`src/design/buffer_slot_ownership_tracker_assert.svh`:
```
// assertion macros for the buffer slot ownership tracker
`ifndef BUFFER_SLOT_OWNERSHIP_TRACKER_ASSERT_SVH
`define BUFFER_SLOT_OWNERSHIP_TRACKER_ASSERT_SVH

`ifndef NO_ASSERTIONS

// expression must hold at every clock edge out of reset
`define BSOT_ASSERT(lbl, expr) \
  lbl: assert property (@(posedge clk_i) disable iff (!rst_ni) (expr)) \
    else $error("bsot assertion failed");

// consequent must hold whenever the antecedent holds
`define BSOT_ASSERT_IMP(lbl, ante, cons) \
  lbl: assert property (@(posedge clk_i) disable iff (!rst_ni) (ante) |-> (cons)) \
    else $error("bsot implication failed");

`else

`define BSOT_ASSERT(lbl, expr)
`define BSOT_ASSERT_IMP(lbl, ante, cons)

`endif

`endif

```
`src/design/bsot_pkg.sv`:
```
// shared constants and codes of the buffer slot ownership tracker
`default_nettype none

package bsot_pkg;

  localparam int SLOTS_DEF    = 8;
  localparam int GEN_BITS_DEF = 16;

  localparam int ACTION_W   = 4;
  localparam int SLOT_W     = 3;
  localparam int TAG_W      = 16;
  localparam int STATUS_W   = 3;
  localparam int LIMIT_W    = 4;
  localparam int CFG_IDX_W  = 1;
  localparam int CFG_DATA_W = 4;

  localparam logic [LIMIT_W-1:0] LIMIT_RESET = LIMIT_W'(8);

  // configuration register indexes
  localparam logic [CFG_IDX_W-1:0] CFG_POOL_ENABLED = 1'd0;
  localparam logic [CFG_IDX_W-1:0] CFG_ALLOC_LIMIT  = 1'd1;

  typedef enum logic [ACTION_W-1:0] {
    ACT_ACQUIRE   = 4'd0,
    ACT_EXPORT    = 4'd1,
    ACT_FINISH    = 4'd2,
    ACT_PRECOMP   = 4'd3,
    ACT_PUBLISH   = 4'd4,
    ACT_COMMIT    = 4'd5,
    ACT_ROLLBACK  = 4'd6,
    ACT_REL_WAIT  = 4'd7,
    ACT_RELEASED  = 4'd8,
    ACT_ABORT     = 4'd9,
    ACT_INSPECT   = 4'd10
  } action_e;

  typedef enum logic [STATUS_W-1:0] {
    PH_FREE     = 3'd0,
    PH_RENDER   = 3'd1,
    PH_PRECOMP  = 3'd2,
    PH_EXPORTED = 3'd3,
    PH_HEAD     = 3'd4,
    PH_REPLACED = 3'd5
  } phase_e;

endpackage

`default_nettype wire

```
`src/design/bsot_if.sv`:
```
// item and result channel interfaces of the buffer slot ownership tracker
`default_nettype none

interface bsot_item_if;
  import bsot_pkg::*;

  logic                valid;
  logic                ready;
  logic [ACTION_W-1:0] action;
  logic [SLOT_W-1:0]   slot_index;
  logic [TAG_W-1:0]    generation_tag;
  logic                prev_valid;
  logic [SLOT_W-1:0]   prev_slot;
  logic [TAG_W-1:0]    prev_generation;
  logic                fence_ready;

  modport source (
    output valid, action, slot_index, generation_tag, prev_valid, prev_slot,
           prev_generation, fence_ready,
    input  ready
  );

  modport sink (
    input  valid, action, slot_index, generation_tag, prev_valid, prev_slot,
           prev_generation, fence_ready,
    output ready
  );
endinterface

interface bsot_result_if;
  import bsot_pkg::*;

  logic                valid;
  logic                ready;
  logic                accepted;
  logic [SLOT_W-1:0]   result_slot;
  logic [TAG_W-1:0]    result_generation;
  logic [STATUS_W-1:0] slot_status;
  logic                slot_ready;
  logic                any_free;
  logic                all_free;

  modport source (
    output valid, accepted, result_slot, result_generation, slot_status, slot_ready,
           any_free, all_free,
    input  ready
  );

  modport sink (
    input  valid, accepted, result_slot, result_generation, slot_status, slot_ready,
           any_free, all_free,
    output ready
  );
endinterface

`default_nettype wire

```
`src/design/bsot_slot_mem.sv`:
```
// slot state memory: one write port, two registered read ports, per-entry valid bits
`default_nettype none

module bsot_slot_mem #(
  parameter int DEPTH = 8,
  parameter int WIDTH = 20
) (
  input  logic                     clk_i,
  input  logic                     rst_ni,
  input  logic                     we_i,
  input  logic [$clog2(DEPTH)-1:0] waddr_i,
  input  logic [WIDTH-1:0]         wdata_i,
  input  logic                     re_i,
  input  logic [$clog2(DEPTH)-1:0] raddr_a_i,
  input  logic [$clog2(DEPTH)-1:0] raddr_b_i,
  output logic [WIDTH-1:0]         rdata_a_o,
  output logic [WIDTH-1:0]         rdata_b_o
);

  logic [WIDTH-1:0] mem [DEPTH];
  logic [DEPTH-1:0] valid_q;

  // an entry never written reads as all zero
  always_ff @(posedge clk_i or negedge rst_ni) begin
    if (!rst_ni) begin
      valid_q <= '0;
    end else if (we_i) begin
      valid_q[waddr_i] <= 1'b1;
    end
  end

  always_ff @(posedge clk_i) begin
    if (we_i) begin
      mem[waddr_i] <= wdata_i;
    end
  end

  always_ff @(posedge clk_i) begin
    if (re_i) begin
      rdata_a_o <= valid_q[raddr_a_i] ? mem[raddr_a_i] : '0;
      rdata_b_o <= valid_q[raddr_b_i] ? mem[raddr_b_i] : '0;
    end
  end

endmodule

`default_nettype wire

```
`src/design/buffer_slot_ownership_tracker.sv`:
```
// top level of the buffer slot ownership tracker
`default_nettype none
`include "buffer_slot_ownership_tracker_assert.svh"

// Tracks who owns each of SLOTS display buffer slots. Every slot holds a lifecycle phase,
// a GEN_BITS-bit generation tag and a ready-without-fence flag in one slot memory with a
// registered read; a flip-flop free map beside it serves the lowest-free search
// for acquire and the any_free / all_free flags. Handles are checked as slot plus
// generation. Each item is handled as read-modify-write: the accept edge launches the
// memory reads (the granted slot for acquire, the addressed slot otherwise, and the
// previous chain head), then the execute state checks the transition, writes the slot
// back and loads the result register. Commit and rollback that are accepted with a
// previous handle go on to a pair state, since the memory's single write port needs a
// separate write for the previous slot. The execute state waits while the result register
// still holds an untaken result; a new item is taken as soon as the previous one is written
// back, even if its result is still waiting. Refused actions, unknown codes and any action
// while pool_enabled is 0 leave the state as it was. Configuration is written through
// cfg_we_i / cfg_idx_i / cfg_data_i: index 0 is pool_enabled, index 1 is allocation_limit.
module buffer_slot_ownership_tracker #(
  parameter int SLOTS    = bsot_pkg::SLOTS_DEF,
  parameter int GEN_BITS = bsot_pkg::GEN_BITS_DEF
) (
  input  logic                             clk_i,
  input  logic                             rst_ni,
  bsot_item_if.sink                        item_i,
  bsot_result_if.source                    result_o,
  input  logic                             cfg_we_i,
  input  logic [bsot_pkg::CFG_IDX_W-1:0]   cfg_idx_i,
  input  logic [bsot_pkg::CFG_DATA_W-1:0]  cfg_data_i
);
  import bsot_pkg::*;

  localparam int AW = $clog2(SLOTS);
  localparam int EW = GEN_BITS + 4;   // {ready, phase, generation}

  typedef enum logic [1:0] {
    ST_IDLE,
    ST_EXEC,
    ST_PAIR
  } state_e;

  // configuration registers
  logic               pool_en_q;
  logic [LIMIT_W-1:0] limit_q;

  always_ff @(posedge clk_i or negedge rst_ni) begin
    if (!rst_ni) begin
      pool_en_q <= 1'b0;
      limit_q   <= LIMIT_RESET;
    end else if (cfg_we_i) begin
      case (cfg_idx_i)
        CFG_POOL_ENABLED: pool_en_q <= cfg_data_i[0];
        CFG_ALLOC_LIMIT:  limit_q   <= cfg_data_i[LIMIT_W-1:0];
        default: ;
      endcase
    end
  end

  state_e             state_q;
  logic [SLOTS-1:0]   free_q;
  logic [SLOTS-1:0]   free_d;
  logic [SLOTS-1:0]   cand;
  logic [AW-1:0]      lowest;
  logic               acq_hit;
  logic               accept;

  // latched item
  logic [ACTION_W-1:0] act_q;
  logic [SLOT_W-1:0]   slot_q;
  logic [TAG_W-1:0]    tag_q;
  logic                pv_q;
  logic [SLOT_W-1:0]   pslot_q;
  logic [TAG_W-1:0]    ptag_q;
  logic                fr_q;
  logic                found_q;
  logic                in_rng_q;
  logic                p_rng_q;
  logic [AW-1:0]       addr_a_q;
  logic [AW-1:0]       addr_b_q;

  // second write of a pair
  logic [EW-1:0]       pair_data_q;

  // memory ports
  logic                mem_we;
  logic [AW-1:0]       mem_waddr;
  logic [EW-1:0]       mem_wdata;
  logic [AW-1:0]       rd_addr_a;
  logic [EW-1:0]       rd_a;
  logic [EW-1:0]       rd_b;

  // result register
  logic                out_valid_q;
  logic                out_acc_q;
  logic [SLOT_W-1:0]   out_slot_q;
  logic [TAG_W-1:0]    out_gen_q;
  logic [STATUS_W-1:0] out_status_q;
  logic                out_ready_flag_q;
  logic                out_any_q;
  logic                out_all_q;

  // ---------------------------------------------------------------------------
  // acquire candidates: free slots below the allocation limit, lowest wins
  // ---------------------------------------------------------------------------
  for (genvar g = 0; g < SLOTS; g++) begin : g_cand
    assign cand[g] = free_q[g] && (32'(g) < 32'(limit_q));
  end

  always_comb begin
    lowest = '0;
    for (int i = SLOTS - 1; i >= 0; i--) begin
      if (cand[i]) begin
        lowest = AW'(i);
      end
    end
  end

  assign item_i.ready = (state_q == ST_IDLE);
  assign accept       = item_i.valid && item_i.ready;
  assign acq_hit      = pool_en_q && (item_i.action == ACT_ACQUIRE) && (|cand);
  assign rd_addr_a    = acq_hit ? lowest : AW'(item_i.slot_index);

  always_ff @(posedge clk_i) begin
    if (accept) begin
      act_q    <= item_i.action;
      slot_q   <= item_i.slot_index;
      tag_q    <= item_i.generation_tag;
      pv_q     <= item_i.prev_valid;
      pslot_q  <= item_i.prev_slot;
      ptag_q   <= item_i.prev_generation;
      fr_q     <= item_i.fence_ready;
      found_q  <= acq_hit;
      in_rng_q <= 32'(item_i.slot_index) < 32'(SLOTS);
      p_rng_q  <= 32'(item_i.prev_slot) < 32'(SLOTS);
      addr_a_q <= rd_addr_a;
      addr_b_q <= AW'(item_i.prev_slot);
    end
  end

  bsot_slot_mem #(
    .DEPTH (SLOTS),
    .WIDTH (EW)
  ) u_slot_mem (
    .clk_i     (clk_i),
    .rst_ni    (rst_ni),
    .we_i      (mem_we),
    .waddr_i   (mem_waddr),
    .wdata_i   (mem_wdata),
    .re_i      (accept),
    .raddr_a_i (rd_addr_a),
    .raddr_b_i (AW'(item_i.prev_slot)),
    .rdata_a_o (rd_a),
    .rdata_b_o (rd_b)
  );

  // ---------------------------------------------------------------------------
  // execute: check the transition on the read entries
  // ---------------------------------------------------------------------------
  logic [GEN_BITS-1:0] gen_a, gen_b, gen_inc, gen_sum, new_gen;
  logic [STATUS_W-1:0] ph_a, ph_b, new_ph, new_ph_b;
  logic                rdy_a, new_rdy;
  logic                t_ok, p_ok, same_handle, ok, pair, wr_a, fire, show;
  logic [EW-1:0]       new_a;

  assign gen_a = rd_a[GEN_BITS-1:0];
  assign ph_a  = rd_a[GEN_BITS+2:GEN_BITS];
  assign rdy_a = rd_a[GEN_BITS+3];
  assign gen_b = rd_b[GEN_BITS-1:0];
  assign ph_b  = rd_b[GEN_BITS+2:GEN_BITS];

  assign t_ok        = in_rng_q && (gen_a == GEN_BITS'(tag_q));
  assign p_ok        = p_rng_q && (gen_b == GEN_BITS'(ptag_q));
  assign same_handle = (pslot_q == slot_q) && (ptag_q == tag_q);

  // generation wraps and skips zero
  assign gen_sum = gen_a + GEN_BITS'(1);
  assign gen_inc = (gen_sum == '0) ? GEN_BITS'(1) : gen_sum;

  always_comb begin
    ok       = 1'b0;
    pair     = 1'b0;
    new_gen  = gen_a;
    new_ph   = ph_a;
    new_rdy  = rdy_a;
    new_ph_b = ph_b;
    if (pool_en_q) begin
      case (act_q)
        ACT_ACQUIRE: begin
          if (found_q) begin
            ok      = 1'b1;
            new_gen = gen_inc;
            new_ph  = PH_RENDER;
            new_rdy = 1'b0;
          end
        end
        ACT_EXPORT: begin
          if (t_ok && ph_a == PH_RENDER) begin
            ok      = 1'b1;
            new_ph  = PH_EXPORTED;
            new_rdy = 1'b0;
          end
        end
        ACT_FINISH: begin
          if (t_ok && ph_a == PH_RENDER && !rdy_a) begin
            ok      = 1'b1;
            new_ph  = PH_EXPORTED;
            new_rdy = fr_q;
          end
        end
        ACT_PRECOMP: begin
          if (t_ok && ph_a == PH_RENDER && !rdy_a) begin
            ok     = 1'b1;
            new_ph = PH_PRECOMP;
          end
        end
        ACT_PUBLISH: begin
          if (t_ok && ph_a == PH_PRECOMP && !rdy_a) begin
            ok      = 1'b1;
            new_ph  = PH_EXPORTED;
            new_rdy = fr_q;
          end
        end
        ACT_COMMIT: begin
          // previous head must be a different, live chain head
          if (t_ok && ph_a == PH_EXPORTED &&
              (!pv_q || (!same_handle && p_ok && ph_b == PH_HEAD))) begin
            ok       = 1'b1;
            pair     = pv_q;
            new_ph   = PH_HEAD;
            new_ph_b = PH_REPLACED;
          end
        end
        ACT_ROLLBACK: begin
          if (t_ok && ph_a == PH_HEAD && (!pv_q || (p_ok && ph_b == PH_REPLACED))) begin
            ok       = 1'b1;
            pair     = pv_q;
            new_ph   = PH_EXPORTED;
            new_ph_b = PH_HEAD;
          end
        end
        ACT_REL_WAIT: begin
          if (t_ok && ph_a == PH_HEAD) begin
            ok     = 1'b1;
            new_ph = PH_REPLACED;
          end
        end
        ACT_RELEASED: begin
          if (t_ok && (ph_a == PH_HEAD || ph_a == PH_REPLACED)) begin
            ok      = 1'b1;
            new_ph  = PH_FREE;
            new_rdy = 1'b0;
          end
        end
        ACT_ABORT: begin
          if (t_ok && (ph_a == PH_RENDER || ph_a == PH_PRECOMP || ph_a == PH_EXPORTED)) begin
            ok      = 1'b1;
            new_ph  = PH_FREE;
            new_rdy = 1'b0;
          end
        end
        ACT_INSPECT: begin
          ok = in_rng_q;
        end
        default: ;
      endcase
    end
  end

  assign new_a = {new_rdy, new_ph, new_gen};
  assign wr_a  = ok && (act_q != ACT_INSPECT);
  assign fire  = (state_q == ST_EXEC) && (!out_valid_q || result_o.ready);
  assign show  = found_q || in_rng_q;

  // the previous slot only moves between head and replaced, so only slot a can change
  // its free bit
  always_comb begin
    free_d = free_q;
    if (wr_a) begin
      free_d[addr_a_q] = (new_ph == PH_FREE);
    end
  end

  assign mem_we    = (fire && wr_a) || (state_q == ST_PAIR);
  assign mem_waddr = (state_q == ST_PAIR) ? addr_b_q : addr_a_q;
  assign mem_wdata = (state_q == ST_PAIR) ? pair_data_q : new_a;

  always_ff @(posedge clk_i) begin
    if (fire && pair) begin
      pair_data_q <= {rd_b[GEN_BITS+3], new_ph_b, gen_b};
    end
  end

  // ---------------------------------------------------------------------------
  // sequencer with free map and result register
  // ---------------------------------------------------------------------------
  always_ff @(posedge clk_i or negedge rst_ni) begin
    if (!rst_ni) begin
      state_q          <= ST_IDLE;
      free_q           <= '1;
      out_valid_q      <= 1'b0;
      out_acc_q        <= 1'b0;
      out_slot_q       <= '0;
      out_gen_q        <= '0;
      out_status_q     <= '0;
      out_ready_flag_q <= 1'b0;
      out_any_q        <= 1'b0;
      out_all_q        <= 1'b0;
    end else begin
      // a beat taken while a new result loads is replaced by that result
      if (out_valid_q && result_o.ready && !fire) begin
        out_valid_q <= 1'b0;
      end
      case (state_q)
        ST_IDLE: begin
          if (accept) begin
            state_q <= ST_EXEC;
          end
        end
        ST_EXEC: begin
          if (fire) begin
            state_q          <= pair ? ST_PAIR : ST_IDLE;
            free_q           <= free_d;
            out_valid_q      <= 1'b1;
            out_acc_q        <= ok;
            out_slot_q       <= found_q ? SLOT_W'(addr_a_q) : slot_q;
            out_gen_q        <= show ? TAG_W'(new_gen) : '0;
            out_status_q     <= show ? new_ph : PH_FREE;
            out_ready_flag_q <= show && new_rdy;
            out_any_q        <= pool_en_q && (|free_d);
            out_all_q        <= &free_d;
          end
        end
        ST_PAIR: begin
          state_q <= ST_IDLE;
        end
        default: begin
          state_q <= ST_IDLE;
        end
      endcase
    end
  end

  assign result_o.valid             = out_valid_q;
  assign result_o.accepted          = out_acc_q;
  assign result_o.result_slot       = out_slot_q;
  assign result_o.result_generation = out_gen_q;
  assign result_o.slot_status       = out_status_q;
  assign result_o.slot_ready        = out_ready_flag_q;
  assign result_o.any_free          = out_any_q;
  assign result_o.all_free          = out_all_q;

  // ---------------------------------------------------------------------------
  // assertions
  // ---------------------------------------------------------------------------
  `BSOT_ASSERT_IMP(a_no_write_idle, state_q == ST_IDLE, !mem_we)
  `BSOT_ASSERT_IMP(a_grant_is_free, state_q == ST_EXEC && found_q, free_q[addr_a_q])
  `BSOT_ASSERT_IMP(a_pair_after_exec, state_q == ST_PAIR, $past(state_q) == ST_EXEC)
  `BSOT_ASSERT_IMP(a_pair_distinct, state_q == ST_PAIR, addr_b_q != addr_a_q)
  `BSOT_ASSERT_IMP(a_result_from_exec, $rose(out_valid_q), $past(state_q) == ST_EXEC)

endmodule

`default_nettype wire

```
`src/flat_wrapper.sv`:
```
// flat-port wrapper written by rule: the top's interface ports become plain ports
module buffer_slot_ownership_tracker_flat import bsot_pkg::*;
#(
  parameter int SLOTS    = bsot_pkg::SLOTS_DEF,
  parameter int GEN_BITS = bsot_pkg::GEN_BITS_DEF
)
  (clk_i, rst_ni, cfg_we_i, cfg_idx_i, cfg_data_i, item_i_valid, item_i_action, item_i_slot_index, item_i_generation_tag, item_i_prev_valid, item_i_prev_slot, item_i_prev_generation, item_i_fence_ready, item_i_ready, result_o_valid, result_o_accepted, result_o_result_slot, result_o_result_generation, result_o_slot_status, result_o_slot_ready, result_o_any_free, result_o_all_free, result_o_ready);
  bsot_item_if item_i_i ();
  bsot_result_if result_o_i ();
  input  logic clk_i;
  input  logic rst_ni;
  input  logic cfg_we_i;
  input  logic [bsot_pkg::CFG_IDX_W-1:0] cfg_idx_i;
  input  logic [bsot_pkg::CFG_DATA_W-1:0] cfg_data_i;
  input wire logic [$bits(item_i_i.valid)-1:0] item_i_valid;
  input wire logic [$bits(item_i_i.action)-1:0] item_i_action;
  input wire logic [$bits(item_i_i.slot_index)-1:0] item_i_slot_index;
  input wire logic [$bits(item_i_i.generation_tag)-1:0] item_i_generation_tag;
  input wire logic [$bits(item_i_i.prev_valid)-1:0] item_i_prev_valid;
  input wire logic [$bits(item_i_i.prev_slot)-1:0] item_i_prev_slot;
  input wire logic [$bits(item_i_i.prev_generation)-1:0] item_i_prev_generation;
  input wire logic [$bits(item_i_i.fence_ready)-1:0] item_i_fence_ready;
  output wire logic [$bits(item_i_i.ready)-1:0] item_i_ready;
  output wire logic [$bits(result_o_i.valid)-1:0] result_o_valid;
  output wire logic [$bits(result_o_i.accepted)-1:0] result_o_accepted;
  output wire logic [$bits(result_o_i.result_slot)-1:0] result_o_result_slot;
  output wire logic [$bits(result_o_i.result_generation)-1:0] result_o_result_generation;
  output wire logic [$bits(result_o_i.slot_status)-1:0] result_o_slot_status;
  output wire logic [$bits(result_o_i.slot_ready)-1:0] result_o_slot_ready;
  output wire logic [$bits(result_o_i.any_free)-1:0] result_o_any_free;
  output wire logic [$bits(result_o_i.all_free)-1:0] result_o_all_free;
  input wire logic [$bits(result_o_i.ready)-1:0] result_o_ready;
  assign item_i_i.valid = item_i_valid;
  assign item_i_i.action = item_i_action;
  assign item_i_i.slot_index = item_i_slot_index;
  assign item_i_i.generation_tag = item_i_generation_tag;
  assign item_i_i.prev_valid = item_i_prev_valid;
  assign item_i_i.prev_slot = item_i_prev_slot;
  assign item_i_i.prev_generation = item_i_prev_generation;
  assign item_i_i.fence_ready = item_i_fence_ready;
  assign item_i_ready = item_i_i.ready;
  assign result_o_valid = result_o_i.valid;
  assign result_o_accepted = result_o_i.accepted;
  assign result_o_result_slot = result_o_i.result_slot;
  assign result_o_result_generation = result_o_i.result_generation;
  assign result_o_slot_status = result_o_i.slot_status;
  assign result_o_slot_ready = result_o_i.slot_ready;
  assign result_o_any_free = result_o_i.any_free;
  assign result_o_all_free = result_o_i.all_free;
  assign result_o_i.ready = result_o_ready;
  buffer_slot_ownership_tracker #(.SLOTS(SLOTS), .GEN_BITS(GEN_BITS)) u_core (.clk_i(clk_i), .rst_ni(rst_ni), .item_i(item_i_i), .result_o(result_o_i), .cfg_we_i(cfg_we_i), .cfg_idx_i(cfg_idx_i), .cfg_data_i(cfg_data_i));
endmodule
```
`config.mk`:
```
export PLATFORM = sky130hd
export DESIGN_NAME = buffer_slot_ownership_tracker_flat
export DESIGN_NICKNAME = d
export VERILOG_FILES = /design/src/design/bsot_pkg.sv /design/src/design/bsot_if.sv /design/src/design/bsot_slot_mem.sv /design/src/design/buffer_slot_ownership_tracker.sv /design/src/flat_wrapper.sv
export VERILOG_INCLUDE_DIRS = /design/src /design/src/design
export SDC_FILE = /design/constraint.sdc
export NUM_CORES = 1
export LEC_CHECK = 0
export BUFFER_PORTS_ARGS = -buffer_cell sky130_fd_sc_hd__buf_2
export CELL_PAD_IN_SITES_DETAIL_PLACEMENT = 1
export CELL_PAD_IN_SITES_GLOBAL_PLACEMENT = 1
export CORE_MARGIN = 5
export CORE_UTILIZATION = 40
export CTS_BUF_LIST = sky130_fd_sc_hd__clkbuf_2 sky130_fd_sc_hd__clkbuf_4 sky130_fd_sc_hd__clkbuf_8
export CTS_CLUSTER_SIZE = 40
export DETAILED_ROUTE_END_ITERATION = 10
export PLACE_DENSITY = 0.63
export SLEW_MARGIN = 20
export SYNTH_ARGS = -nofsm -noshare
export SYNTH_HDL_FRONTEND = slang
export SYNTH_SLANG_ARGS = --single-unit
```
`constraint.sdc`:
```
create_clock -name clk_i -period 5.6 [get_ports clk_i]
set_clock_uncertainty 0.2 [all_clocks]
set_input_delay 0.56 -clock clk_i [delete_from_list [all_inputs] [get_ports clk_i]]
set_output_delay 0.56 -clock clk_i [all_outputs]
set_load 0.01 [all_outputs]
```
# Word-level counts from Yosys, hierarchy flattened
# Memory sizes are Yosys's and may differ from the RTL's. A register that Yosys moved wholly into a read port is not among the register bits.
# Index checks and enable logic that the tools add are counted.
# word_totals
ramBits	160
n_memories	1
reg_bits	118
# mem_list
name	words	width	rd	rd_clocked_by_memory_dff	write_ports	line_no	source
u_core.u_slot_mem.mem	8	20	2	2	1	bsot_slot_mem.sv:20	logic [WIDTH-1:0] mem [DEPTH];
# op_classes
order_cmp	14
n_eq_ne	26
mux	74
n_reduce_logical	61
n_addsub	1
n_bitwise	2
# ops
operator	count
$mux W3	25
$mux W16	4
$eq A16 B16 Y1	3
$logic_and A1 B1 Y1	34
$pmux W3 S10	1
$mux W1	29
$mux W20	1
$add A16 B1 Y16 const B	1
$eq A4 B3 Y1 const B	4
$logic_not A16 Y1	1
$lt A3 B4 Y1 const A	4
$lt A3 B4 Y1 const B	4
$reduce_or A8 Y1	2
$eq A3 B3 Y1 const B	4
$eq A4 B4 Y1 const B	3
$pmux W1 S10	1
$bwmux W8	1
$eq A4 B2 Y1 const B	2
$logic_not A4 Y1	2
$lt A1 B4 Y1 const A	2
$lt A2 B4 Y1 const A	2
$mux W8	1
$or A8 B8 Y8	1
$reduce_and A2 Y1	4
other kinds (24)	42

# Logic depth before layout (Yosys ltp)
# Gate-level depths: netlist of run 1.
# depth
ltp_word	15
mapped_depth	13
mapped_depth_nobuf	10

# Hierarchy
# Synthesis of run 1 repeated with hierarchy kept, for this count alone.
# hier_totals
hier_cells	1033
area_unflattened_um2	15284.7
# by_module_without_submodules
module	n_inst	cells_per_inst	area_each_um2
bsot_slot_mem	1	425	9041.2
buffer_slot_ownership_tracker	1	608	6243.5

# Least setup slack after synthesis of run 1
# Ideal clock, no wire load.
# synth_path
path_type	register to register
startpoint	register u_core.u_slot_mem.rdata_a_o[15] (read register of u_core.u_slot_mem.mem)
endpoint	memory u_core.u_slot_mem.mem[0][0], enable pin
synth_period_minus_slack_ns	3.552
slack_ns	2.048
t_arrival_ns	2.954
setup_time_ns	0.398
path_stages_with_launch	10
path_cell_list	edfxtp_1 xor2_1 nor4_1 nand4_1 nor4_2 a2bb2oi_2 a21oi_2 nor3_2 a21oi_1 nor2_1
# synth_between
elab_chain_cells	11
word_cells_on_any_way	26
# synth_rtl
item	line_no	source
start: declaration	bsot_slot_mem.sv:16	output logic [WIDTH-1:0] rdata_a_o,
$eq A16 B16 Y1 (*)	buffer_slot_ownership_tracker.sv:171	assign t_ok = in_rng_q && (gen_a == GEN_BITS'(tag_q));
$logic_and A1 B1 Y1, on equally long branches (2 in series)	--	
$mux W1, on equally long branches	--	
$pmux W1 S10 (*)	buffer_slot_ownership_tracker.sv:187	case (act_q)
$mux W1 (*)	buffer_slot_ownership_tracker.sv:186	if (pool_en_q) begin
$logic_and A1 B1 Y1 (*)	buffer_slot_ownership_tracker.sv:270	assign wr_a = ok && (act_q != ACT_INSPECT);
$logic_and A1 B1 Y1 (*)	buffer_slot_ownership_tracker.sv:283	assign mem_we = (fire && wr_a) || (state_q == ST_PAIR);
$logic_or A1 B1 Y1 (*)	buffer_slot_ownership_tracker.sv:283	
$mux W1 (*)	bsot_slot_mem.sv:33	if (we_i) begin
$mux W1 (implied by the code) (*)	bsot_slot_mem.sv:34	mem[waddr_i] <= wdata_i;
end: declaration	bsot_slot_mem.sv:20	
# Mark *: on every way between the ends. The rest lies on a longest branch, timed or not.

# Worst setup path in the final report of run 1
# layout_path
startpoint	register u_core.u_slot_mem.rdata_a_o[15] (read register of u_core.u_slot_mem.mem)
endpoint	memory u_core.u_slot_mem.mem[7][12], enable pin
# Same word-level chain as after synthesis.

==> results of run 1 <==
==> power by group <==
part	total [uW]	switching (uW)	internal, uW
Clock	2360	968	1400
Combinational	648	399	249
Sequential	2850	129	2720
Total	5860	1500	4360
==> worst max-delay path by stage <==
stage / start / to / cells past startpoint
CTS: u_core.u_slot_mem.rdata_a_o[15]$_SDFFCE_PN0P_ / u_core.u_slot_mem.mem[7][6]$_DFFE_PP_ / 10
global placement: u_core.u_slot_mem.rdata_a_o[7]$_SDFFCE_PN0P_ / u_core.u_slot_mem.mem[7][2]$_DFFE_PP_ / 10
detailed placement: u_core.u_slot_mem.rdata_a_o[15]$_SDFFCE_PN0P_ / u_core.u_slot_mem.mem[7][2]$_DFFE_PP_ / 10
global route: u_core.u_slot_mem.rdata_a_o[15]$_SDFFCE_PN0P_ / u_core.u_slot_mem.mem[4][9]$_DFFE_PP_ / 10
finish: u_core.u_slot_mem.rdata_a_o[15]$_SDFFCE_PN0P_ / u_core.u_slot_mem.mem[7][12]$_DFFE_PP_ / 10
floorplan: u_core.u_slot_mem.rdata_a_o[15]$_SDFFCE_PN0P_ / u_core.u_slot_mem.mem[0][0]$_DFFE_PP_ / 9
==> per-stage QoR <==
stage | instances | util (%) | hold slack [ps]
6_report | 1935 | 47.70 | 53.61
4_1_cts | 1934 | 47.62 | 2.907
3_3_place_gp | 1785 | 43.09 | 214.2
2_1_floorplan | 1248 | - | 64.41
3_5_place_dp | 1785 | 43.09 | 226.2
5_1_grt | 1935 | 47.70 | 50.47
==> layout make-up <==
type | instances | area, um2
Clock buffer | 79 | 974.7
Clock inverter | 23 | 261.5
Fill cell | 3973 | 19700
Inverter | 13 | 48.80
Multi-Input combinational cell | 838 | 5648
Sequential cell | 318 | 9310
Tap cell | 511 | 639.4
Timing Repair Buffer | 153 | 1084
==> sequential cells by signal, summed over array words and instances, names as in the netlist, 2 cells and up <==
name	flops
u_core.u_slot_mem.rdata_b_o	20
u_core.result_o.slot_status	3
u_core.free_q	8
u_core.u_slot_mem.mem	160
u_core.result_o.result_slot	3
u_core.u_slot_mem.rdata_a_o	20
u_core.pair_data_q	20
u_core.addr_a_q	3
u_core.act_q	4
u_core.slot_q	3
u_core.ptag_q	16
u_core.tag_q	16
u_core.state_q	2
u_core.limit_q	4
u_core.result_o.result_generation	16
u_core.addr_b_q	3
u_core.u_slot_mem.valid_q	8
==> logic make-up (layout without fill, tap and decap cells) <==
family	after synthesis	after routing	synth area share [%]
compound gates	180	180	8.005
simple gates	495	495	14.80
fa+ha+maj	2	2	0.1476
xor+xnor	66	66	3.789
buf+inv	92	268	2.411
flops	318	318	61.03
mux	95	95	9.825
==> per-layer routing <==
layer	vias up	routed length (um)	global-route usage [%]
met4	0	1054	5.718
met5	-	0	0
met1	5504	21070	30.39
met2	257	21700	36.00
li1	4897	-	-
met3	74	2238	4.145
==> tightest hold or removal path: stages <==
cell and delay (ps):
buf_2 90, nand2b_1 130, nand2_1 60
==> cell usage in the layout, fill, tap and decap left out, types with 21 or more instances in the layout <==
master	count
a21oi_1	57
buf_4	24
nand3_1	35
clkbuf_8	61
o211ai_1	21
xor2_1	36
o21ai_0	26
mux2i_1	32
dlygate4sd3_1	47
buf_2	81
edfxtp_1	268
mux4_2	42
and3_1	26
nand2_1	247
nor2_1	83
xnor2_1	30
dfrtp_1	41
==> metrics.txt, run 1 <==
Syn Area/Cell 12.22 um2; Synth async-reset ratio 15.72%; DP Worst Slack 1371 ps; Yosys top cell area share 52.75%; chip width 205.3 um; Slew HR 34.51%; Initial DRC Count 831; Diodes inserted 0; Critical Path End Type register; final critical-path share of the clock period 76.28%; DRT antenna net count 0; Post-DP HPWL 30560 um; synth-to-layout area growth 17.76%; Total GRT Usage 21.99%; critical path's largest stage delay 620 ps; Post-Route WL 46060 um; first-pass GRT wire length 70150 um; detailed-router iteration count before antenna repair 8; worst skew pair latency 640 ps; Design Power 5858 uW; setup TNS 0 ps; critical path's most frequent cell nor2_2; worst hold path stage count 3; Net count, final 1433; Top delay family on crit path simple AND/OR/NAND/NOR gates; pin count of the biggest net entering global routing 51; cts hold-fix bufs 47; die area 0.04215 mm2; DRC Markers 0; sequential area share after synthesis 61.03%; ys flop type edfxtp_1; Max Slew Vio Count 0; startpoint types register; TritonCTS clock tree done; CTS Root Cell clkbuf_8; Syn Inst Count 1248; vias per cell 5.546; Setup Fix Bufs, Post-CTS 0; gr ovfl total 0; CP arrival 4350 ps; WL/cell 23.80 um; hold crit path type in -> reg; Synth top cells by count 268 x edfxtp_1, 247 x nand2_1, 91 x nor2_1; VDD IR max 0.1498 mV; Worst Path Buf+Inv 1; CP max-delay cell a311oi_1; Die Y 205.3 um; Vias 10730; yosys warns 0; # H-tree levels 2; Clock Sinks 318; placed cell areas 0.01623 mm2; critical-path maximum fanout 21; routability cong. 0.8307; fin area 0.01797 mm2; PortBufs 81; crit-path cells xor2_1 -> nor4_1 -> nand4_1 -> a311oi_1 -> a32o_1 -> a21oi_2 -> nor2_2 -> a32oi_1 -> nor2_2 -> buf_4; Max-Cap Viols 0; Worst R2R Start u_core.u_slot_mem.rdata_a_o[15]$_SDFFCE_PN0P_; clock-pin slew on the worst setup and hold paths 60 ps; min Tclk post-route 4272 ps; CTS resizes 0; actual slew at the worst max-slew pin 980.2 ps; # IOs 82; critical path type reg -> reg; clock buffer depth 3; share of post-route cells with drive strength above 1 20.65%; antenna violations before repair 0; vias in the first global route 11300; CP required 5680 ps; Max Clock Freq 234.1 MHz; worst reg2reg endpoint u_core.u_slot_mem.mem[7][12]$_DFFE_PP_; P per Cell Area 326.1 mW/mm2; count leader, synth edfxtp_1; PnR worst setup slack 1329 ps; number of flops mapped to enable cells by yosys 268; endpoints failing setup 0; synthesis-stage register bit count 318; Distinct cells, synth 75; status finished clean; leakage 0.006596 uW; RSZ-0062 raised after global routing false; Reg2Reg Depth 10; # rows 71; Core Footprint 0.03767 mm2; Synth area leaders edfxtp_1 53%, dfrtp_1 6.7%, mux4_2 6.2%; initial core utilization 40.50%; Post-Syn Area 0.01526 mm2; Mapped Nets 1303; CTS buffer count 54; Final Hold Vio Count 0; hold path startpoint result_o_ready; flop2flop setup slack 1330 ps; cell taking the most area after synthesis edfxtp_1; hold path endpoint u_core.result_o.valid$_DFF_PN0_
Note: power is estimated with default switching activity, not from simulation.
==> run 2, diff against run 1 <==
--- a/config.mk
+++ b/config.mk
@@ -6,6 +6,7 @@
 export SDC_FILE = /design/constraint.sdc
 export NUM_CORES = 1
 export LEC_CHECK = 0
+export ABC_AREA = 1
 export BUFFER_PORTS_ARGS = -buffer_cell sky130_fd_sc_hd__buf_2
 export CELL_PAD_IN_SITES_DETAIL_PLACEMENT = 1
 export CELL_PAD_IN_SITES_GLOBAL_PLACEMENT = 1
@@ -14,7 +15,7 @@
 export CTS_BUF_LIST = sky130_fd_sc_hd__clkbuf_2 sky130_fd_sc_hd__clkbuf_4 sky130_fd_sc_hd__clkbuf_8
 export CTS_CLUSTER_SIZE = 40
 export DETAILED_ROUTE_END_ITERATION = 10
-export PLACE_DENSITY = 0.63
+export PLACE_DENSITY = 0.66
 export SLEW_MARGIN = 20
 export SYNTH_ARGS = -nofsm -noshare
 export SYNTH_HDL_FRONTEND = slang
==> constraint.sdc (replaced) <==
create_clock -name clk_i -period 4.13 [get_ports clk_i]
set_clock_uncertainty 0.2 [all_clocks]
set_input_delay 0.413 -clock clk_i [delete_from_list [all_inputs] [get_ports clk_i]]
set_output_delay 0.413 -clock clk_i [all_outputs]
set_load 0.01 [all_outputs]
==> run 2 against run 1 <==
Net effect: power grew 49%; via count grew 24%; critical path depth grew 3; register-to-register slack lost 1100 ps; largest power group unchanged.
==> metrics.txt, run 2 <==
status finished clean (unchanged); worst skew pair latency 650 ps (was 640 ps); gr ovfl total 0 (unchanged); pin count of the biggest net entering global routing 81 (was 51); M1 wire length 23970 um (was 21070 um); min Tclk post-route 3900 ps (was 4272 ps); Net count, final 1962 (was 1433); synthesis-stage register bit count 318 (unchanged); Highest Signal Layer met4 (unchanged); Distinct cells, synth 47 (was 75); fillers 4591 (was 3973); cell taking the most area after synthesis edfxtp_1 (unchanged); Non-Filler Instances 2478 (was 1935); VDD IR max 0.2011 mV (was 0.1498 mV); routability cong. 0.8719 (was 0.8307); Yosys top cell area share 50.61% (was 52.75%); most frequent cells in the layout 414 x nand2_1, 268 x edfxtp_1, 255 x nor2_1 (was 268 x edfxtp_1, 247 x nand2_1, 83 x nor2_1); PnR worst setup slack 229.7 ps (was 1329 ps); leakage 0.007670 uW (was 0.006596 uW); Syn Area/Cell 9.075 um2 (was 12.22 um2); Total GRT Usage 23.48% (was 21.99%); Max-Cap Viols 0 (unchanged); P per Cell Area 466.5 mW/mm2 (was 326.1 mW/mm2); register area 0.009310 mm2 (unchanged); # H-tree levels 2 (unchanged); Final Hold Vio Count 0 (unchanged); vias per cell 5.378 (was 5.546); DRT antenna net count 0 (unchanged); max reg flops 160 (unchanged); final hold slack 95.52 ps (was 53.61 ps); Seq pwr share 46.7% (was 48.6%); Clk pwr share 33.2% (was 40.4%); met3 wire len 2797 um (was 2238 um); fin area 0.01870 mm2 (was 0.01797 mm2); TritonCTS clock tree done (unchanged); Max Clock Freq 256.4 MHz (was 234.1 MHz); CP arrival 4180 ps (was 4350 ps); PortBufs 81 (unchanged); clock buffer depth 3 (unchanged); most common cell after layout, fill and taps aside nand2_1 (was edfxtp_1); Mapped Nets 1807 (was 1303); Syn Inst Count 1752 (was 1248); Synth async-reset ratio 15.72% (unchanged); RSZ-0062 raised after global routing false (unchanged); critical path type reg -> reg (unchanged); actual slew at the worst max-slew pin 1107 ps (was 980.2 ps); DRC Markers 0 (unchanged); count leader, synth nand2_1 (was edfxtp_1); Slew HR 25.40% (was 34.51%); first-pass GRT wire length 80420 um (was 70150 um); Synth area leaders edfxtp_1 51%, nand2_1 9.8%, o21ai_0 7.0% (was edfxtp_1 53%, dfrtp_1 6.7%, mux4_2 6.2%); chip width 209.4 um (was 205.3 um); Critical Path End Type register (unchanged); Synth top cells by count 414 x nand2_1, 268 x edfxtp_1, 264 x nor2_1 (was 268 x edfxtp_1, 247 x nand2_1, 91 x nor2_1); CTS Root Cell clkbuf_8 (unchanged); DP Worst Slack 297.2 ps (was 1371 ps); clock-pin slew on the worst setup and hold paths 60 ps (about the same); startpoint types register (unchanged); Largest Register u_core.u_slot_mem.mem (unchanged); CTS buffer count 56 (was 54); Die Y 209.4 um (was 205.3 um); ys flop type edfxtp_1 (unchanged); vias in the first global route 13950 (was 11300); final critical-path share of the clock period 94.44% (was 76.28%); internal power 5998 uW (was 4361 uW); Post-DP HPWL 33980 um (was 30560 um); sw power 2725 uW (was 1497 uW); Core Footprint 0.03955 mm2 (was 0.03767 mm2); Vias 13330 (was 10730); CTS resizes 0 (unchanged); die area 0.04384 mm2 (was 0.04215 mm2); setup TNS 0 ps (unchanged); sw frac 31.24% (was 25.56%); Max Slew Vio Count 0 (unchanged); sequential area share after synthesis 58.55% (was 61.03%); CP required 4410 ps (was 5680 ps); Clock Sinks 318 (unchanged); Initial DRC Count 984 (was 831); Post-Route WL 52200 um (was 46060 um); endpoints failing setup 0 (unchanged); yosys warns 0 (unchanged); WL/cell 21.06 um (was 23.80 um); placed cell areas 0.01707 mm2 (was 0.01623 mm2); initial core utilization 40.20% (was 40.50%); hold crit path type in -> reg (unchanged); synth-to-layout area growth 17.60% (was 17.76%); dpl cells 2321 (was 1785); share of post-route cells with drive strength above 1 15.22% (was 20.65%); Post-Syn Area 0.01590 mm2 (was 0.01526 mm2); combinational power share 20.1% (was 11.1%); detailed-router iteration count before antenna repair 5 (was 8); antenna violations before repair 0 (unchanged); DR WL met2 23900 um (was 21700 um); # rows 73 (was 71); area taken by multi-input logic gates 0.005630 mm2 (was 0.005648 mm2); number of flops mapped to enable cells by yosys 268 (unchanged); critical-path maximum fanout 43 (was 21); # IOs 82 (unchanged)
-- run 2: final timing paths --
| kind | startpoint | cells after the start | slack (ps) | end |
|---|---|---|---|---|
| hold reg to reg | u_core.u_slot_mem.rdata_b_o[19]$_SDFFCE_PN0P_ | 0 | 240 | u_core.pair_data_q[19]$_DFFE_PP_ |
| setup / recovery | u_core.limit_q[1]$_DFFE_PN0P_ | 13 | 230 | u_core.u_slot_mem.rdata_a_o[13]$_SDFFCE_PN0P_ |
| hold / removal | cfg_idx_i | 3 | 100 | u_core.limit_q[2]$_DFFE_PN0P_ |
| max in group asynchronous | rst_ni | 3 | 2970 | u_core.result_o.result_generation[9]$_DFFE_PN0P_ |
| setup reg to reg | u_core.limit_q[1]$_DFFE_PN0P_ | 13 | 230 | u_core.u_slot_mem.rdata_a_o[13]$_SDFFCE_PN0P_ |
| min in group asynchronous | rst_ni | 3 | 230 | u_core.limit_q[2]$_DFFE_PN0P_ |
-- run 2: cell type report --
| cell class | count | area share [%] |
|---|---|---|
| Clock buffer | 75 | 4.951 |
| Clock inverter | 27 | 0.8966 |
| Antenna cell | 2 | 0.02676 |
| Inverter | 177 | 3.553 |
| Sequential cell | 318 | 49.79 |
| Tap cell | 525 | 3.513 |
| Multi-Input combinational cell | 1178 | 30.11 |
| Timing Repair Buffer | 176 | 7.160 |
-- run 2: what timing repair did --
item / 4_1_cts / 5_1_grt
setup buffers: 0 / 0
endpoints found under the hold margin: 91 / 0
hold buffers: 53 / 0
-- run 2: layer usage --
layer	up-vias	GRT usage, %
li1	6232	-
met4	0	7.358
met1	6625	32.49
met2	369	38.38
met3	100	3.513
met5	-	0
-- run 2: power groups by stage --
stage,Clock [uW],Sequential (uW),Combinational (uW)
5_1_grt,3120,4100,1950
3_3_place_gp,0,4120,1650
3_5_place_dp,0,4130,1690
6_report,2900,4070,1750
2_1_floorplan,0,4100,1030
4_1_cts,2980,4070,1750
-- run 2: kinds of logic after synthesis --
| group | after synthesis | synth area share [%] |
|---|---|---|
| XOR/XNOR | 27 | 1.487 |
| buffers and inverters | 256 | 6.280 |
| AND/OR/NAND/NOR | 768 | 19.46 |
| multiplexers | 23 | 1.629 |
| AO/OA/AOI/OAI | 359 | 12.51 |
| flip-flops | 318 | 58.55 |
| adder cells (fa/ha/maj) | 1 | 0.07868 |
-- run 2: through the flow --
step / total power (uW) / utilization (%)
final: 8723 / 47.28
after global routing: 9175 / 47.27
after CTS: 8799 / 47.27
after detailed placement: 5827 / 43.16
after global placement: 5777 / 43.16
after floorplan: 5127 / -
-- run 2: critical path, cell delays in order, from the launching register on --
cell and delay [ps]:
dfrtp_1 430, or2_1 270, o211ai_1 340, nand3_1 160
nand2_1 120, nand2_2 110, nand3_2 100, nand2_2 80
inv_2 610, nor2_1 80, o21ai_0 190, mux2_2 630
nand2_1 220, inv_1 180
==> run 3, diff against run 2 <==
--- a/config.mk
+++ b/config.mk
@@ -16,6 +16,7 @@
 export CTS_CLUSTER_SIZE = 40
 export DETAILED_ROUTE_END_ITERATION = 10
 export PLACE_DENSITY = 0.66
+export SETUP_SLACK_MARGIN = 0.3
 export SLEW_MARGIN = 20
 export SYNTH_ARGS = -nofsm -noshare
 export SYNTH_HDL_FRONTEND = slang
==> run 3 against run 2 <==
Net effect: sequential share of layout area hardly changed; largest power group unchanged; power hardly changed; critical path type is now in -> reg; combinational power hardly changed; highest routed layer unchanged; final area hardly changed.
==> metrics.txt, run 3 (same netlist as run 2, synthesis figures left out) <==
status finished clean (unchanged); critical path's largest stage delay 530 ps (was 630 ps); startpoint types primary input (was register); TritonCTS clock tree done (unchanged); Critical Path End Type register (unchanged); Worst R2R Start u_core.limit_q[3]$_DFFE_PN1P_ (was u_core.limit_q[1]$_DFFE_PN0P_); Final Hold Vio Count 0 (unchanged); Max Slew Vio Count 0 (unchanged); Die Y 209.4 um (unchanged); PortBufs 81 (unchanged); CTS buffer count 56 (unchanged); Worst Path Buf+Inv 4 (was 2); setup TNS 0 ps (unchanged); RSZ-0062 raised after global routing false (unchanged); fin util 47.30% (was 47.28%); # rows 73 (unchanged); P per Cell Area 466.7 mW/mm2 (was 466.5 mW/mm2); DRT antenna net count 0 (unchanged); crit-path cells dlygate4sd3_1 -> buf_2 -> nor3_1 -> nor3b_2 -> nand2_1 -> nand2_2 -> nand3_2 -> nand2_2 -> buf_4 -> a21oi_1 -> o21ai_0 -> o21ai_0 -> mux2_4 -> nand2_1 -> inv_1 (was or2_1 -> o211ai_1 -> nand3_1 -> nand2_1 -> nand2_2 -> nand3_2 -> nand2_2 -> inv_2 -> nor2_1 -> o21ai_0 -> mux2_2 -> nand2_1 -> inv_1); endpoints failing setup 0 (unchanged); Total GRT Usage 23.48% (unchanged); min Tclk post-route 3608 ps (was 3900 ps); VDD IR max 0.2012 mV (was 0.2011 mV); # H-tree levels 2 (unchanged); final critical-path share of the clock period 87.36% (was 94.44%); die area 0.04384 mm2 (unchanged); most common cell after layout, fill and taps aside nand2_1 (unchanged); Top delay family on crit path simple AND/OR/NAND/NOR gates (unchanged); hold path startpoint cfg_idx_i (unchanged); worst skew pair latency 650 ps (about the same); worst hold path stage count 3 (unchanged); hold path endpoint u_core.limit_q[2]$_DFFE_PN0P_ (unchanged); vias per cell 5.389 (was 5.378); gr ovfl total 0 (unchanged); Max-Cap Viols 0 (unchanged); vias in the first global route 13950 (unchanged); detailed-router iteration count before antenna repair 5 (unchanged); fillers 4592 (was 4591); # IOs 82 (unchanged); chip width 209.4 um (unchanged); CP arrival 3780 ps (was 4180 ps); Post-Route WL 52140 um (was 52200 um); share of post-route cells with drive strength above 1 15.22% (unchanged); worst reg2reg endpoint u_core.u_slot_mem.rdata_a_o[13]$_SDFFCE_PN0P_ (unchanged); Clock Sinks 318 (unchanged); hold crit path type in -> reg (unchanged); clock-pin slew on the worst setup and hold paths 60 ps (about the same); CP max-delay cell dlygate4sd3_1 (was mux2_2); Core Footprint 0.03955 mm2 (unchanged); Setup Fix Bufs, Post-CTS 0 (unchanged); first-pass GRT wire length 80420 um (unchanged); critical-path maximum fanout 45 (was 43); DRC Markers 0 (unchanged); antenna violations before repair 0 (unchanged); routability cong. 0.8719 (unchanged); Vias 13350 (was 13330); critical path type in -> reg (was reg -> reg); initial core utilization 40.20% (unchanged); clock buffer depth 3 (unchanged); CTS Root Cell clkbuf_8 (unchanged); pin count of the biggest net entering global routing 81 (unchanged); flop2flop setup slack 590 ps (was 230 ps); CP required 4310 ps (was 4410 ps); Max Clock Freq 277.2 MHz (was 256.4 MHz); Post-DP HPWL 33980 um (unchanged); final hold slack 87.66 ps (was 95.52 ps); Largest Register u_core.u_slot_mem.mem (unchanged); Slew HR 34.51% (was 25.40%); Reg2Reg Depth 15 (was 13); actual slew at the worst max-slew pin 972.1 ps (was 1107 ps); WL/cell 21.05 um (was 21.06 um); leakage 0.007676 uW (was 0.007670 uW); Net count, final 1962 (unchanged); synth-to-layout area growth 17.64% (was 17.60%); max reg flops 160 (unchanged); most frequent cells in the layout 414 x nand2_1, 268 x edfxtp_1, 255 x nor2_1 (unchanged); Initial DRC Count 985 (was 984)
[run 3: changes by cell type in the layout (fill, tap and decap cells not counted), sizes merged]
cell / previous run / this run
diode: 2 / 1
[run 3: repair_timing]
item | 4_1_cts | 5_1_grt
hold buffers | 53 | 0
gates resized for setup | 0 | 6
endpoints found under the hold margin | 91 | 0
setup endpoints to repair | 0 | 28
[run 3: metal layers]
layer	up-vias	GRT usage, %	part of all wire, %
met5	-	0	0
met4	0	7.358	2.8
met3	95	3.513	5.6
met2	373	38.38	46
met1	6650	32.49	46
li1	6230	-	-
[run 3: worst min-delay path, cell delays in order]
cell and delay [ps]:
buf_2 110, nand2_1 190, mux2_2 190
[run 3: how the worst max path moves through the flow]
stage                                                 start                                       endpoint  depth (start not counted)
2_1_floorplan  u_core.u_slot_mem.rdata_a_o[9]$_SDFFCE_PN0P_          u_core.u_slot_mem.mem[1][0]$_DFFE_PP_                         17
6_report                                   item_i_action[0]  u_core.u_slot_mem.rdata_a_o[13]$_SDFFCE_PN0P_                         15
5_1_grt                       u_core.limit_q[3]$_DFFE_PN1P_  u_core.u_slot_mem.rdata_a_o[13]$_SDFFCE_PN0P_                         17
4_1_cts                       u_core.limit_q[1]$_DFFE_PN0P_  u_core.u_slot_mem.rdata_a_o[13]$_SDFFCE_PN0P_                         13
3_3_place_gp                               item_i_action[0]  u_core.u_slot_mem.rdata_a_o[13]$_SDFFCE_PN0P_                         12
3_5_place_dp                               item_i_action[0]  u_core.u_slot_mem.rdata_a_o[13]$_SDFFCE_PN0P_                         13
[run 3: final cells by class]
type	count	area (um2)	share of cell area, %
timing repair buffer	176	1339	7.157
clock inverter	27	167.7	0.8963
antenna	1	2.502	0.01338
clock buffer	75	925.9	4.950
tap	525	656.9	3.512
inverter	177	669.4	3.579
multi-input combinational	1178	5634	30.12
sequential	318	9310	49.77
[run 3: power breakdown]
part	total [uW]	leakage, uW	switching (uW)	internal [uW]
logic	1760	0.00407	1180	574
registers	4070	0.00304	219	3850
clock network	2900	0.000572	1330	1570
total	8730	0.00768	2730	6000
[run 3: stage by stage]
step	power [uW]	cells	instance area [um2]	setup slack, ps
after floorplan	5127	1752	15900	647.6
after global placement	5777	2321	17070	363.0
after detailed placement	5827	2321	17070	297.2
after CTS	8799	2476	18690	302.0
after global routing	9177	2476	18700	343.0
final	8730	2477	18710	522.0
